`src/sv/trnc_pkg.sv`:
```
// ----------------------------------------------------------------------------
// Token ring node controller package
// Shared types, codes and helpers for the station controller.
// ----------------------------------------------------------------------------
package trnc_pkg;

  // Send queue geometry.
  localparam int QUEUE_DEPTH = 16;
  localparam int QPTR_W      = (QUEUE_DEPTH > 1) ? $clog2(QUEUE_DEPTH) : 1;
  localparam int QCNT_W      = $clog2(QUEUE_DEPTH + 1);

  // Result FIFO geometry. Room for two results is checked before each item.
  localparam int RF_DEPTH = 4;
  localparam int RF_PTR_W = 2;
  localparam int RF_CNT_W = 3;

  // Operation codes.
  localparam logic [1:0] OP_RX    = 2'd0;
  localparam logic [1:0] OP_HOST  = 2'd1;
  localparam logic [1:0] OP_QUEUE = 2'd2;
  localparam logic [1:0] OP_TICK  = 2'd3;

  // Packet type codes.
  localparam logic [1:0] PT_ID    = 2'd0;
  localparam logic [1:0] PT_SIZE  = 2'd1;
  localparam logic [1:0] PT_TOKEN = 2'd2;
  localparam logic [1:0] PT_DATA  = 2'd3;

  // Result port codes.
  localparam logic [1:0] PORT_SEND    = 2'd0;
  localparam logic [1:0] PORT_DELIVER = 2'd1;
  localparam logic [1:0] PORT_REJECT  = 2'd2;

  // Fixed packet values.
  localparam logic [7:0] BCAST_ID    = 8'hFF;
  localparam logic [7:0] LEN_INIT    = 8'd3;
  localparam logic [7:0] LEN_TOKEN   = 8'd2;
  localparam logic [7:0] LEN_HDR     = 8'd3;
  localparam logic [7:0] FIRST_ID    = 8'd1;

  // One input item.
  typedef struct packed {
    logic [1:0]  operation;
    logic [1:0]  pkt_type;
    logic [7:0]  pkt_value;
    logic [7:0]  pkt_src;
    logic [7:0]  pkt_dest;
    logic [15:0] payload_handle;
    logic [7:0]  pkt_length;
  } in_t;

  // One result item.
  typedef struct packed {
    logic [1:0]  out_port;
    logic [1:0]  out_type;
    logic [7:0]  out_value;
    logic [7:0]  out_src;
    logic [7:0]  out_dest;
    logic [15:0] out_handle;
    logic [7:0]  out_length;
    logic        out_last;
    logic [1:0]  node_state;
    logic [7:0]  node_id;
    logic [7:0]  ring_size_now;
    logic [15:0] tokens_seen;
  } out_t;

  // Up to two results written into the result FIFO in one cycle.
  typedef struct packed {
    logic [1:0] cnt;
    out_t       ent1;
    out_t       ent0;
  } res_wr_t;

  // Builds a result with the packet fields set and the status fields clear.
  function automatic out_t mk_res(input logic [1:0]  port,
                                  input logic [1:0]  ptype,
                                  input logic [7:0]  value,
                                  input logic [7:0]  src,
                                  input logic [7:0]  dest,
                                  input logic [15:0] handle,
                                  input logic [7:0]  length);
    out_t r;
    r            = '0;
    r.out_port   = port;
    r.out_type   = ptype;
    r.out_value  = value;
    r.out_src    = src;
    r.out_dest   = dest;
    r.out_handle = handle;
    r.out_length = length;
    return r;
  endfunction

endpackage

```
`src/sv/token_ring_node_controller_unit.sv`:
```
// Flow: with room in the result FIFO, an item passes from the input register
// through the station core, and its results are registered into the result FIFO.
// Throughput: one item per cycle while the result FIFO has room; results leave
// at one per cycle through the four-entry result FIFO while out_stall is low.
// The input register holds one item and stalls while the FIFO lacks room for two.
// Reset: synchronous, active low; the station comes up pre-init with an empty
// send queue, and queue entries hold no value until written.
// ----------------------------------------------------------------------------
// Token ring node controller
// Input register, station core and result FIFO for packet descriptors.
// ----------------------------------------------------------------------------
module token_ring_node_controller_unit (
  input  logic           clk,
  input  logic           rst_n,
  input  logic           in_valid,
  output logic           in_stall,
  input  trnc_pkg::in_t  in_data,
  output logic           out_valid,
  input  logic           out_stall,
  output trnc_pkg::out_t out_data
);
  import trnc_pkg::*;

  in_t     item_r;
  logic    item_vld_r, item_vld_nxt;
  logic    room;
  logic    go;
  logic    in_xfer;
  res_wr_t res;

  // The held item runs when the FIFO can take both of its results.
  assign go       = item_vld_r && room;
  assign in_stall = item_vld_r && !room;
  assign in_xfer  = in_valid && !in_stall;

  always_comb begin
    item_vld_nxt = item_vld_r;
    if (in_xfer) begin
      item_vld_nxt = 1'b1;
    end else if (go) begin
      item_vld_nxt = 1'b0;
    end
  end

  // Input register.
  always_ff @(posedge clk) begin
    if (!rst_n) begin
      item_vld_r <= 1'b0;
    end else begin
      item_vld_r <= item_vld_nxt;
    end
  end

  always_ff @(posedge clk) begin
    if (in_xfer) begin
      item_r <= in_data;
    end
  end

  trnc_station u_station (
    .clk   (clk),
    .rst_n (rst_n),
    .go    (go),
    .item  (item_r),
    .res   (res)
  );

  trnc_res_fifo u_res_fifo (
    .clk       (clk),
    .rst_n     (rst_n),
    .wr        (res),
    .room      (room),
    .out_valid (out_valid),
    .out_stall (out_stall),
    .out_data  (out_data)
  );

`ifndef SYNTHESIS
  a_held_item_stable: assert property (@(posedge clk) disable iff (!rst_n)
    item_vld_r && !go |=> item_vld_r && $stable(item_r))
    else $error("held item lost before it was processed");

  a_stall_only_when_full: assert property (@(posedge clk) disable iff (!rst_n)
    in_stall |-> item_vld_r && !room)
    else $error("input stalled with no reason");

  a_results_need_item: assert property (@(posedge clk) disable iff (!rst_n)
    res.cnt != 2'd0 |-> go)
    else $error("results produced without an item");
`endif

endmodule

```
`src/sv/trnc_station.sv`:
```
// ----------------------------------------------------------------------------
// Token ring station core
// Holds the station state and send queue and turns one item into results.
// ----------------------------------------------------------------------------
module trnc_station (
  input  logic             clk,
  input  logic             rst_n,
  input  logic             go,
  input  trnc_pkg::in_t    item,
  output trnc_pkg::res_wr_t res
);
  import trnc_pkg::*;

  typedef enum logic [1:0] {
    ST_PRE   = 2'd0,
    ST_INIT  = 2'd1,
    ST_WAIT  = 2'd2,
    ST_TOKEN = 2'd3
  } st_t;

  typedef struct packed {
    logic [7:0]  src;
    logic [7:0]  dest;
    logic [15:0] handle;
    logic [7:0]  length;
  } qent_t;

  st_t               st_r, st_nxt;
  logic [7:0]        id_r, id_nxt;
  logic              host_r, host_nxt;
  logic [7:0]        size_r, size_nxt;
  logic [15:0]       tally_r, tally_nxt;
  logic [QCNT_W-1:0] q_count_r, q_count_nxt;
  logic [QPTR_W-1:0] q_head_r, q_head_nxt;
  logic [QPTR_W-1:0] q_tail_r, q_tail_nxt;
  logic              q_we;
  qent_t             q_wdata;
  qent_t             q_mem [QUEUE_DEPTH];
  qent_t             q_rdata;
  logic              q_full;
  out_t              r0, r1;
  logic [1:0]        n;

  // Wrapping pointer increment for any queue depth.
  function automatic logic [QPTR_W-1:0] ptr_inc(input logic [QPTR_W-1:0] p);
    if (p == QPTR_W'(QUEUE_DEPTH - 1)) begin
      return '0;
    end
    return p + QPTR_W'(1);
  endfunction

  assign q_rdata = q_mem[q_head_r];
  assign q_full  = (q_count_r == QCNT_W'(QUEUE_DEPTH));

  // Decode the item, work out the next state and the results.
  always_comb begin
    st_nxt      = st_r;
    id_nxt      = id_r;
    host_nxt    = host_r;
    size_nxt    = size_r;
    tally_nxt   = tally_r;
    q_count_nxt = q_count_r;
    q_head_nxt  = q_head_r;
    q_tail_nxt  = q_tail_r;
    q_we        = 1'b0;
    q_wdata     = '{src: id_r, dest: item.pkt_dest, handle: item.payload_handle,
                    length: item.pkt_length};
    r0          = '0;
    r1          = '0;
    n           = 2'd0;

    unique case (item.operation)
      OP_RX: begin
        unique case (item.pkt_type)
          PT_ID: begin
            if (host_r) begin
              // The id packet came back around: its value is the ring size.
              if (st_r == ST_INIT) begin
                st_nxt    = ST_TOKEN;
                tally_nxt = tally_r + 16'd1;
                size_nxt  = item.pkt_value;
                r0 = mk_res(PORT_SEND, PT_SIZE, item.pkt_value, 8'd0, 8'd0, 16'd0,
                            LEN_INIT);
                n  = 2'd1;
              end
            end else if (st_r == ST_PRE && item.pkt_value != 8'd0 &&
                         item.pkt_value != BCAST_ID) begin
              st_nxt = ST_INIT;
              id_nxt = item.pkt_value;
              r0 = mk_res(PORT_SEND, PT_ID, item.pkt_value + 8'd1, 8'd0, 8'd0, 16'd0,
                          LEN_INIT);
              n  = 2'd1;
            end
          end
          PT_SIZE: begin
            if (!host_r && st_r == ST_INIT) begin
              st_nxt   = ST_WAIT;
              size_nxt = item.pkt_value;
              r0 = mk_res(PORT_SEND, PT_SIZE, item.pkt_value, 8'd0, 8'd0, 16'd0,
                          LEN_INIT);
              n  = 2'd1;
            end
          end
          PT_TOKEN: begin
            st_nxt    = ST_TOKEN;
            tally_nxt = tally_r + 16'd1;
          end
          PT_DATA: begin
            // Data is handled once the ring is up; our own packets are dropped.
            if ((st_r == ST_WAIT || st_r == ST_TOKEN) && item.pkt_src != id_r) begin
              r0 = mk_res(PORT_DELIVER, PT_DATA, 8'd0, item.pkt_src, item.pkt_dest,
                          item.payload_handle, item.pkt_length);
              r1 = mk_res(PORT_SEND, PT_DATA, 8'd0, item.pkt_src, item.pkt_dest,
                          item.payload_handle, item.pkt_length);
              if (item.pkt_dest == id_r) begin
                n = 2'd1;
              end else if (item.pkt_dest == BCAST_ID) begin
                n = 2'd2;
              end else begin
                r0 = r1;
                r1 = '0;
                n  = 2'd1;
              end
            end
          end
          default: begin
          end
        endcase
      end
      OP_HOST: begin
        if (st_r == ST_PRE) begin
          st_nxt   = ST_INIT;
          id_nxt   = 8'd0;
          host_nxt = 1'b1;
          r0 = mk_res(PORT_SEND, PT_ID, FIRST_ID, 8'd0, 8'd0, 16'd0, LEN_INIT);
          n  = 2'd1;
        end
      end
      OP_QUEUE: begin
        // Requests without data bytes are ignored.
        if (item.pkt_length > LEN_HDR) begin
          if (q_full) begin
            r0 = mk_res(PORT_REJECT, PT_DATA, 8'd0, id_r, item.pkt_dest,
                        item.payload_handle, item.pkt_length);
            n  = 2'd1;
          end else begin
            q_we        = 1'b1;
            q_tail_nxt  = ptr_inc(q_tail_r);
            q_count_nxt = q_count_r + QCNT_W'(1);
          end
        end
      end
      OP_TICK: begin
        // The token holder sends one queued packet if there is one, then passes the token.
        if (st_r == ST_TOKEN) begin
          st_nxt = ST_WAIT;
          if (q_count_r != '0) begin
            r0 = mk_res(PORT_SEND, PT_DATA, 8'd0, q_rdata.src, q_rdata.dest,
                        q_rdata.handle, q_rdata.length);
            r1 = mk_res(PORT_SEND, PT_TOKEN, 8'd0, 8'd0, 8'd0, 16'd0, LEN_TOKEN);
            n  = 2'd2;
            q_head_nxt  = ptr_inc(q_head_r);
            q_count_nxt = q_count_r - QCNT_W'(1);
          end else begin
            r0 = mk_res(PORT_SEND, PT_TOKEN, 8'd0, 8'd0, 8'd0, 16'd0, LEN_TOKEN);
            n  = 2'd1;
          end
        end
      end
      default: begin
      end
    endcase

    // Status after the item goes on every result; mark the last one.
    r0.node_state    = 2'(st_nxt);
    r0.node_id       = id_nxt;
    r0.ring_size_now = size_nxt;
    r0.tokens_seen   = tally_nxt;
    r1.node_state    = 2'(st_nxt);
    r1.node_id       = id_nxt;
    r1.ring_size_now = size_nxt;
    r1.tokens_seen   = tally_nxt;
    r0.out_last      = (n == 2'd1);
    r1.out_last      = (n == 2'd2);
  end

  assign res = '{cnt: (go ? n : 2'd0), ent1: r1, ent0: r0};

  // Station control state.
  always_ff @(posedge clk) begin
    if (!rst_n) begin
      st_r      <= ST_PRE;
      id_r      <= '0;
      host_r    <= 1'b0;
      size_r    <= '0;
      tally_r   <= '0;
      q_count_r <= '0;
      q_head_r  <= '0;
      q_tail_r  <= '0;
    end else if (go) begin
      st_r      <= st_nxt;
      id_r      <= id_nxt;
      host_r    <= host_nxt;
      size_r    <= size_nxt;
      tally_r   <= tally_nxt;
      q_count_r <= q_count_nxt;
      q_head_r  <= q_head_nxt;
      q_tail_r  <= q_tail_nxt;
    end
  end

  // Send queue storage; entries are only read once written.
  always_ff @(posedge clk) begin
    if (go && q_we) begin
      q_mem[q_tail_r] <= q_wdata;
    end
  end

`ifndef SYNTHESIS
  a_qcount_bound: assert property (@(posedge clk) disable iff (!rst_n)
    q_count_r <= QCNT_W'(QUEUE_DEPTH))
    else $error("send queue count above depth");

  a_tick_emits: assert property (@(posedge clk) disable iff (!rst_n)
    go && item.operation == OP_TICK && st_r == ST_TOKEN |-> res.cnt != 2'd0)
    else $error("token holder tick produced no transfer");

  a_tally_with_token: assert property (@(posedge clk) disable iff (!rst_n)
    go && tally_nxt != tally_r |=> st_r == ST_TOKEN)
    else $error("token tally moved without taking the token");

  a_qhead_moves: assert property (@(posedge clk) disable iff (!rst_n)
    go && q_head_nxt != q_head_r |-> res.cnt == 2'd2)
    else $error("queue head advanced without sending a packet");
`endif

endmodule

```
`src/sv/trnc_res_fifo.sv`:
```
// ----------------------------------------------------------------------------
// Result FIFO
// Takes up to two results per cycle and hands them out one per transfer.
// ----------------------------------------------------------------------------
module trnc_res_fifo (
  input  logic              clk,
  input  logic              rst_n,
  input  trnc_pkg::res_wr_t wr,
  output logic              room,
  output logic              out_valid,
  input  logic              out_stall,
  output trnc_pkg::out_t    out_data
);
  import trnc_pkg::*;

  out_t                mem_r [RF_DEPTH];
  logic [RF_PTR_W-1:0] wr_ptr_r, wr_ptr_nxt;
  logic [RF_PTR_W-1:0] rd_ptr_r, rd_ptr_nxt;
  logic [RF_CNT_W-1:0] count_r, count_nxt;
  logic                pop;

  // Room for a full pair of results, judged on registered state only.
  assign room      = (count_r <= RF_CNT_W'(RF_DEPTH - 2));
  assign out_valid = (count_r != '0);
  assign out_data  = mem_r[rd_ptr_r];
  assign pop       = out_valid && !out_stall;

  always_comb begin
    wr_ptr_nxt = wr_ptr_r + RF_PTR_W'(wr.cnt);
    rd_ptr_nxt = rd_ptr_r + RF_PTR_W'(pop);
    count_nxt  = count_r + RF_CNT_W'(wr.cnt) - RF_CNT_W'(pop);
  end

  // Pointers and fill level.
  always_ff @(posedge clk) begin
    if (!rst_n) begin
      wr_ptr_r <= '0;
      rd_ptr_r <= '0;
      count_r  <= '0;
    end else begin
      wr_ptr_r <= wr_ptr_nxt;
      rd_ptr_r <= rd_ptr_nxt;
      count_r  <= count_nxt;
    end
  end

  // Result storage: first result at the write pointer, second right after.
  always_ff @(posedge clk) begin
    if (wr.cnt != 2'd0) begin
      mem_r[wr_ptr_r] <= wr.ent0;
    end
    if (wr.cnt == 2'd2) begin
      mem_r[wr_ptr_r + RF_PTR_W'(1)] <= wr.ent1;
    end
  end

`ifndef SYNTHESIS
  a_count_bound: assert property (@(posedge clk) disable iff (!rst_n)
    count_r <= RF_CNT_W'(RF_DEPTH))
    else $error("result FIFO overfilled");

  a_write_has_room: assert property (@(posedge clk) disable iff (!rst_n)
    wr.cnt != 2'd0 |-> room)
    else $error("results written without room");

  a_ptr_track: assert property (@(posedge clk) disable iff (!rst_n)
    RF_PTR_W'(wr_ptr_r - rd_ptr_r) == RF_PTR_W'(count_r))
    else $error("result FIFO pointers and count disagree");
`endif

endmodule

```
`config.mk`:
```
export PLATFORM = sky130hd
export DESIGN_NAME = token_ring_node_controller_unit
export DESIGN_NICKNAME = d
export VERILOG_FILES = /design/src/sv/trnc_pkg.sv /design/src/sv/token_ring_node_controller_unit.sv /design/src/sv/trnc_station.sv /design/src/sv/trnc_res_fifo.sv
export SDC_FILE = /design/constraint.sdc
export NUM_CORES = 1
export LEC_CHECK = 0
export ABC_CLOCK_PERIOD_IN_PS = 7100
export BUFFER_PORTS_ARGS = -buffer_cell sky130_fd_sc_hd__buf_2
export CAP_MARGIN = 20
export CORE_MARGIN = 2
export CORE_UTILIZATION = 60
export CTS_BUF_LIST = sky130_fd_sc_hd__clkbuf_16
export DETAILED_ROUTE_END_ITERATION = 12
export GPL_ROUTABILITY_DRIVEN = 0
export PLACE_DENSITY = 0.73
export SETUP_SLACK_MARGIN = 0.4
export SLEW_MARGIN = 20
export SYNTH_ARGS = -nofsm -noshare
export SYNTH_HDL_FRONTEND = slang
export SYNTH_SLANG_ARGS = --single-unit
export TNS_END_PERCENT = 10
```
`constraint.sdc`:
```
create_clock -name clk -period 7.1 [get_ports clk]
set_input_delay 0.355 -clock clk [delete_from_list [all_inputs] [get_ports clk]]
set_output_delay 0.355 -clock clk [all_outputs]
set_load 0.05 [all_outputs]
```
# After elaboration in Yosys (flattened, before gate mapping)
# Memories as Yosys holds them, arrays and structs flattened. A register that Yosys moved wholly into a read port is not among the register bits.
# Cells that the tools add are included.
totals:
  ff_bits: 108
  ramBits: 988
  in_bits: 56
  out_inout_bits: 89
  wordCells: 174
  mem_count: 2
classes:
  add_sub_neg: 11
  order_cmp: 2
  n_eq_ne: 23
  muxes: 89
  bitwise: 1
  reduce_logical: 27
mem_list:
  columns: ["memory", "depth", "width", "read_ports", "rd_clocked_by_memory_dff", "wr", "line_no", "rtl"]
  rows:
  - ["u_station.q_mem", 16, 40, 1, 1, 1, "trnc_station.sv:38", "qent_t q_mem [QUEUE_DEPTH];"]
  - ["u_res_fifo.mem_r", 4, 87, 1, 1, 2, "trnc_res_fifo.sv:16", "out_t mem_r [RF_DEPTH];"]
ops:
  columns: ["operator", "count"]
  rows:
  - ["$mux 87", 10]
  - ["$pmux 87 s4", 1]
  - ["$pmux 87 s3", 1]
  - ["$mux 84", 3]
  - ["$pmux 87 s2", 1]
  - ["$mux 85", 2]
  - ["$mux 86", 1]
  - ["$mux 83", 1]
  - ["$mux 76", 1]
  - ["$mux 8", 8]
  - ["$mux 16", 3]
  - ["$pmux 16 s2", 1]
  - ["$pmux 8 s2", 2]
  - ["$mux 2", 15]
  - ["$mux 1", 24]
  - ["$mux 4", 6]
  - ["$mux 5", 4]
  - ["$pmux 2 s3", 3]
  - ["$add 16x1->16 const B", 1]
  - ["$eq 2x2->1 const B", 8]
  - ["$pmux 5 s2", 1]
  - ["$logic_and 1x1->1", 9]
  - ["$add 4x1->4 const B", 2]
  - ["$add 8x1->8 const B", 1]
  - ["other kinds (30)", 44]

# Depth between registers and ports, before layout
depth:
  ltp_word: 11
  ltp_mapped: 16
  ltp_nobuf: 16

# By module
# Synthesis repeated with hierarchy kept, for this count alone.
unflattened:
  cells_unflattened: 2492
  area_unflattened_um2: 47707.0
by_module_without_submodules:
  columns: ["mod", "instances", "cells_per_inst", "area_each_um2", "seq_area_each_um2"]
  rows:
  - ["trnc_station", 1, 1544, 28984.0, 20259.4]
  - ["trnc_res_fifo", 1, 891, 17107.7, 10590.2]
  - ["token_ring_node_controller_unit", 1, 57, 1615.3, 1581.5]

# Worst setup path before layout
# No wires, ideal clock.
synth_timing:
  path_kind: "flip-flop to flip-flop"
  from: "register item_r[50] (netlist bit)"
  to: "memory u_station.q_mem[3][0] (netlist bit) (enable)"
  setup_ns: 0.487
  arrival_time_ns: 4.434
  required_ns: 6.613
  path_slack_ns: 2.179
  path_stages_with_launch: 7
  path_buffers: 0
  period_less_slack_ns: 4.921
  cell_sequence: "edfxtp_1 inv_1 ha_1 inv_1 nor4b_2 nand2_1 nor3_1"
synth_via:
  elab_chain_len: 5
synth_lines:
  columns: ["element", "line_no", "rtl"]
  rows:
  - ["start, declared", "token_ring_node_controller_unit.sv:24", "in_t item_r;"]
  - ["start signal, assigned", "token_ring_node_controller_unit.sv:56", "item_r <= in_data;"]
  - ["$eq 2x2->1", null, null]
  - ["$mux 1", "trnc_station.sv:72", "unique case (item.operation)"]
  - ["$logic_and 1x1->1", "trnc_station.sv:214", "if (go && q_we) begin"]
  - ["$mux 1", "trnc_station.sv:214", null]
  - ["$mux 1 (not written as such)", "trnc_station.sv:215", "q_mem[q_tail_r] <= q_wdata;"]
  - ["end, declared", "trnc_station.sv:38", null]
# Every way passes these cells.

==> flow_metrics.env <==
export IMPL_status="complete, no violations"
export IMPL_clock_latency_ns=0.68
export IMPL_critical_path_class="flop to flop"
export IMPL_ctsResizeCount=0
export IMPL_ys_seq_area_frac=0.712
export IMPL_initial_core_util=0.606
export IMPL_peakVddDrop_v=0.000178
export IMPL_viasPerCell=6.66
export IMPL_drc=0
export IMPL_min_to="u_station.id_r[5]$_SDFFE_PN0P_"
export IMPL_power_uw=14900
export IMPL_synthFlopType="edfxtp_1"
export IMPL_final_setup_tns_ns=0
export IMPL_cp_required_ns=7.39
export IMPL_cts_max_level=3
export IMPL_io_pins=145
export IMPL_die_area_sq_mm=0.0772
export IMPL_clkTransAtPathRegs_ns=0.06
export IMPL_hold_path_startpoint="rst_n"
export IMPL_drt_total_wl_um=109000
export IMPL_start_kind="flop"
export IMPL_hold_viol=0
export IMPL_worstPathArrival_ns=5.30
export IMPL_max_freq_mhz=200
export IMPL_grt_overflow=0
export IMPL_syn_to_final_growth_pct=13.5
export IMPL_path_cells="xor2_1, nor4_1, a21oi_1, a2111oi_4, o211ai_1, a21boi_4, clkinv_2, buf_4, buf_4"
export IMPL_synth_seq_cells=1100
export IMPL_die_y_um=278
export IMPL_grt_first_pass_wirelength_um=162000
export IMPL_antenna_cells=0
export IMPL_dieWidth_um=278
export IMPL_clockBufferDepth=3
export IMPL_firstDrtPassIters=6
export IMPL_hold_path_class="input pin to flop"
export IMPL_ys_warn_count=0
export IMPL_timing_rr_end="u_res_fifo.mem_r[0][64]$_DFFE_PP_"
export IMPL_async_flop_share=0
export IMPL_cts_sinks=1100
export IMPL_vias=24800
export IMPL_period_share=0.705
export IMPL_drive_gt1_frac=0.254
export IMPL_grt_pass1_vias=25000
export IMPL_synth_edff_count=1000
export IMPL_setup_viol=0
export IMPL_dp_hpwl_um=62800
export IMPL_floorplan_rows=100
export IMPL_grt_max_degree=156
export IMPL_rsz0062_at_grt="false"
export IMPL_ys_types=65
export IMPL_drt_iter0_markers=2994
export IMPL_reg2reg_depth=9
export IMPL_cap_violations=0
export IMPL_cts_buffers=108
export IMPL_syn_area_per_cell_sq_um=18.3
export IMPL_worst_path_max_fanout=41
export IMPL_cp_common_cell="buf_4"
export IMPL_p_leak_uw=0.0164
export IMPL_multi_input_area_sq_mm=0.0124
export IMPL_antenna_found_initial=3
export IMPL_r2r_start="u_station.id_r[3]$_SDFFE_PN0P_"
export IMPL_root_buffer="clkbuf_16"
export IMPL_syn_area_sq_mm=0.0450
export IMPL_tightest_slew_ns=1.13
export IMPL_port_buffers=144
export IMPL_final_fill_count=4671
export IMPL_cpPeakStageDelay_ns=0.92
export IMPL_seq_area_sq_mm=0.0321
export IMPL_r2r_slack_ns=2.09
export IMPL_syn_inst=2458
export IMPL_final_util=0.688
export IMPL_synth_nets=2536
export IMPL_track_usage=0.288
export IMPL_post_cts_setup_buffers=0
export IMPL_cts_tree="done"
export IMPL_core_area_sq_mm=0.0743
export IMPL_slew_viol_final=0
export IMPL_max_slew_margin=0.246
export IMPL_cp_slowest_cell="dfxtp_1"
export IMPL_ctsHoldBuffers=53
export IMPL_nNetsFinal=2750
export IMPL_finClkSkew_ns=0.0255
export IMPL_p_per_area_mw_per_mm2=291
export IMPL_min_period_ns=5.01
export IMPL_antenna_left=0
export IMPL_worstSetupEndpointType="flop"
export IMPL_min_path_cells=2
export IMPL_wl_per_cell_um=29.3
## power by group
group,internal [uW],switching [uW]
Sequential,7230,270
Clock,3210,2380
Combinational,582,1220
Total,11000,3870
## worst max path at each step
stage,startpoint,end,slack [ns]
6_report,u_station.id_r[3]$_SDFFE_PN0P_,u_res_fifo.mem_r[0][64]$_DFFE_PP_,2.09
3_3_place_gp,u_station.id_r[3]$_SDFFE_PN0P_,u_res_fifo.mem_r[0][64]$_DFFE_PP_,2.23
3_5_place_dp,u_station.id_r[3]$_SDFFE_PN0P_,u_res_fifo.mem_r[0][64]$_DFFE_PP_,2.15
2_1_floorplan,item_r[50]$_DFFE_PP_,u_station.q_mem[3][0]$_DFFE_PP_,2.18
4_1_cts,u_station.id_r[3]$_SDFFE_PN0P_,u_res_fifo.mem_r[0][64]$_DFFE_PP_,2.13
5_1_grt,u_station.id_r[3]$_SDFFE_PN0P_,u_res_fifo.mem_r[0][64]$_DFFE_PP_,1.86
## synthesized netlist by cell type (26+ instances only)
master / count / share of area
and2_1: 26 / 0.0036
buf_1: 26 / 0.0022
a22o_1: 149 / 0.029
clkbuf_1: 92 / 0.0077
edfxtp_1: 1000 / 0.67
xnor2_1: 31 / 0.0060
mux4_2: 286 / 0.14
dfxtp_1: 100 / 0.044
buf_2: 35 / 0.0039
nor2_1: 214 / 0.018
nand2_1: 70 / 0.0058
inv_1: 31 / 0.0026
o21ai_0: 76 / 0.0085
mux2i_1: 32 / 0.0071
## state kept, by name, indices dropped and copies added, names as in the netlist, 3 cells and up, named ones only
register	count
u_station.q_mem	640
u_station.q_head_r	4
u_res_fifo.count_r	3
u_station.size_r	8
u_station.q_tail_r	4
u_res_fifo.mem_r	348
u_station.tally_r	16
u_station.q_count_r	5
u_station.id_r	8
item_r	52
## through the flow
stage / setup slack, ns / cell area (sq um) / hold slack (ns) / std cells
after global placement: 2.23 / 47000 / 0.442 / 3474
after detailed placement: 2.15 / 47000 / 0.448 / 3476
after global routing: 1.86 / 51100 / 0.255 / 3732
after CTS: 2.13 / 51100 / 0.210 / 3730
final: 2.09 / 51100 / 0.239 / 3732
after floorplan: 2.18 / 45000 / 0.428 / 2458
## layout make-up
cell class / count / area share
Clock buffer: 112 / 0.0549
Multi-Input combinational cell: 1171 / 0.243
Sequential cell: 1100 / 0.627
Inverter: 31 / 0.00238
Timing Repair Buffer: 260 / 0.0352
Tap cell: 969 / 0.0237
Clock inverter: 89 / 0.0133
## cell families (layout without fill, tap and decap cells)
kind of cell | Yosys count | after routing | synth area share
DFF | 1100 | 1100 | 0.712
and+or+nand+nor | 413 | 413 | 0.0415
AOI/OAI and AO/OA | 363 | 363 | 0.0626
muxes | 318 | 318 | 0.150
buffers and inverters | 187 | 492 | 0.0168
xor gates and xnor gates | 55 | 55 | 0.0107
adders and majority gates | 22 | 22 | 0.00645
## critical path, delay by kind of cell, from the launching register on
family	cells	cell delay [ns]
compound gates	4	1.72
buf+inv	3	1.28
flops	1	0.92
simple gates	1	0.51
xor+xnor	1	0.15
## cells in the final DEF (no fill, tap or decap), drive strengths merged, types with 27 or more instances in the layout
cell type    synthesis  layout
a22o               149     149
and2                27      27
buf                 64     207
clkbuf              92     112
clkinv               0      52
dfxtp              100     100
dlygate4sd3          0      53
edfxtp            1000    1000
inv                 31      53
mux2i               32      32
mux4               286     286
nand2               70      70
nor2               218     218
o21ai               77      77
xnor2               31      31
## routing by layer
layer / global-route usage / vias to the layer above / wire (um)
met5: 0 / - / 7
li1: - / 10400 / -
met3: 0.0493 / 196 / 10100
met1: 0.411 / 12800 / 42700
met2: 0.461 / 1407 / 53400
met4: 0.0908 / 2 / 3050
(Power assumes the default switching activity.)
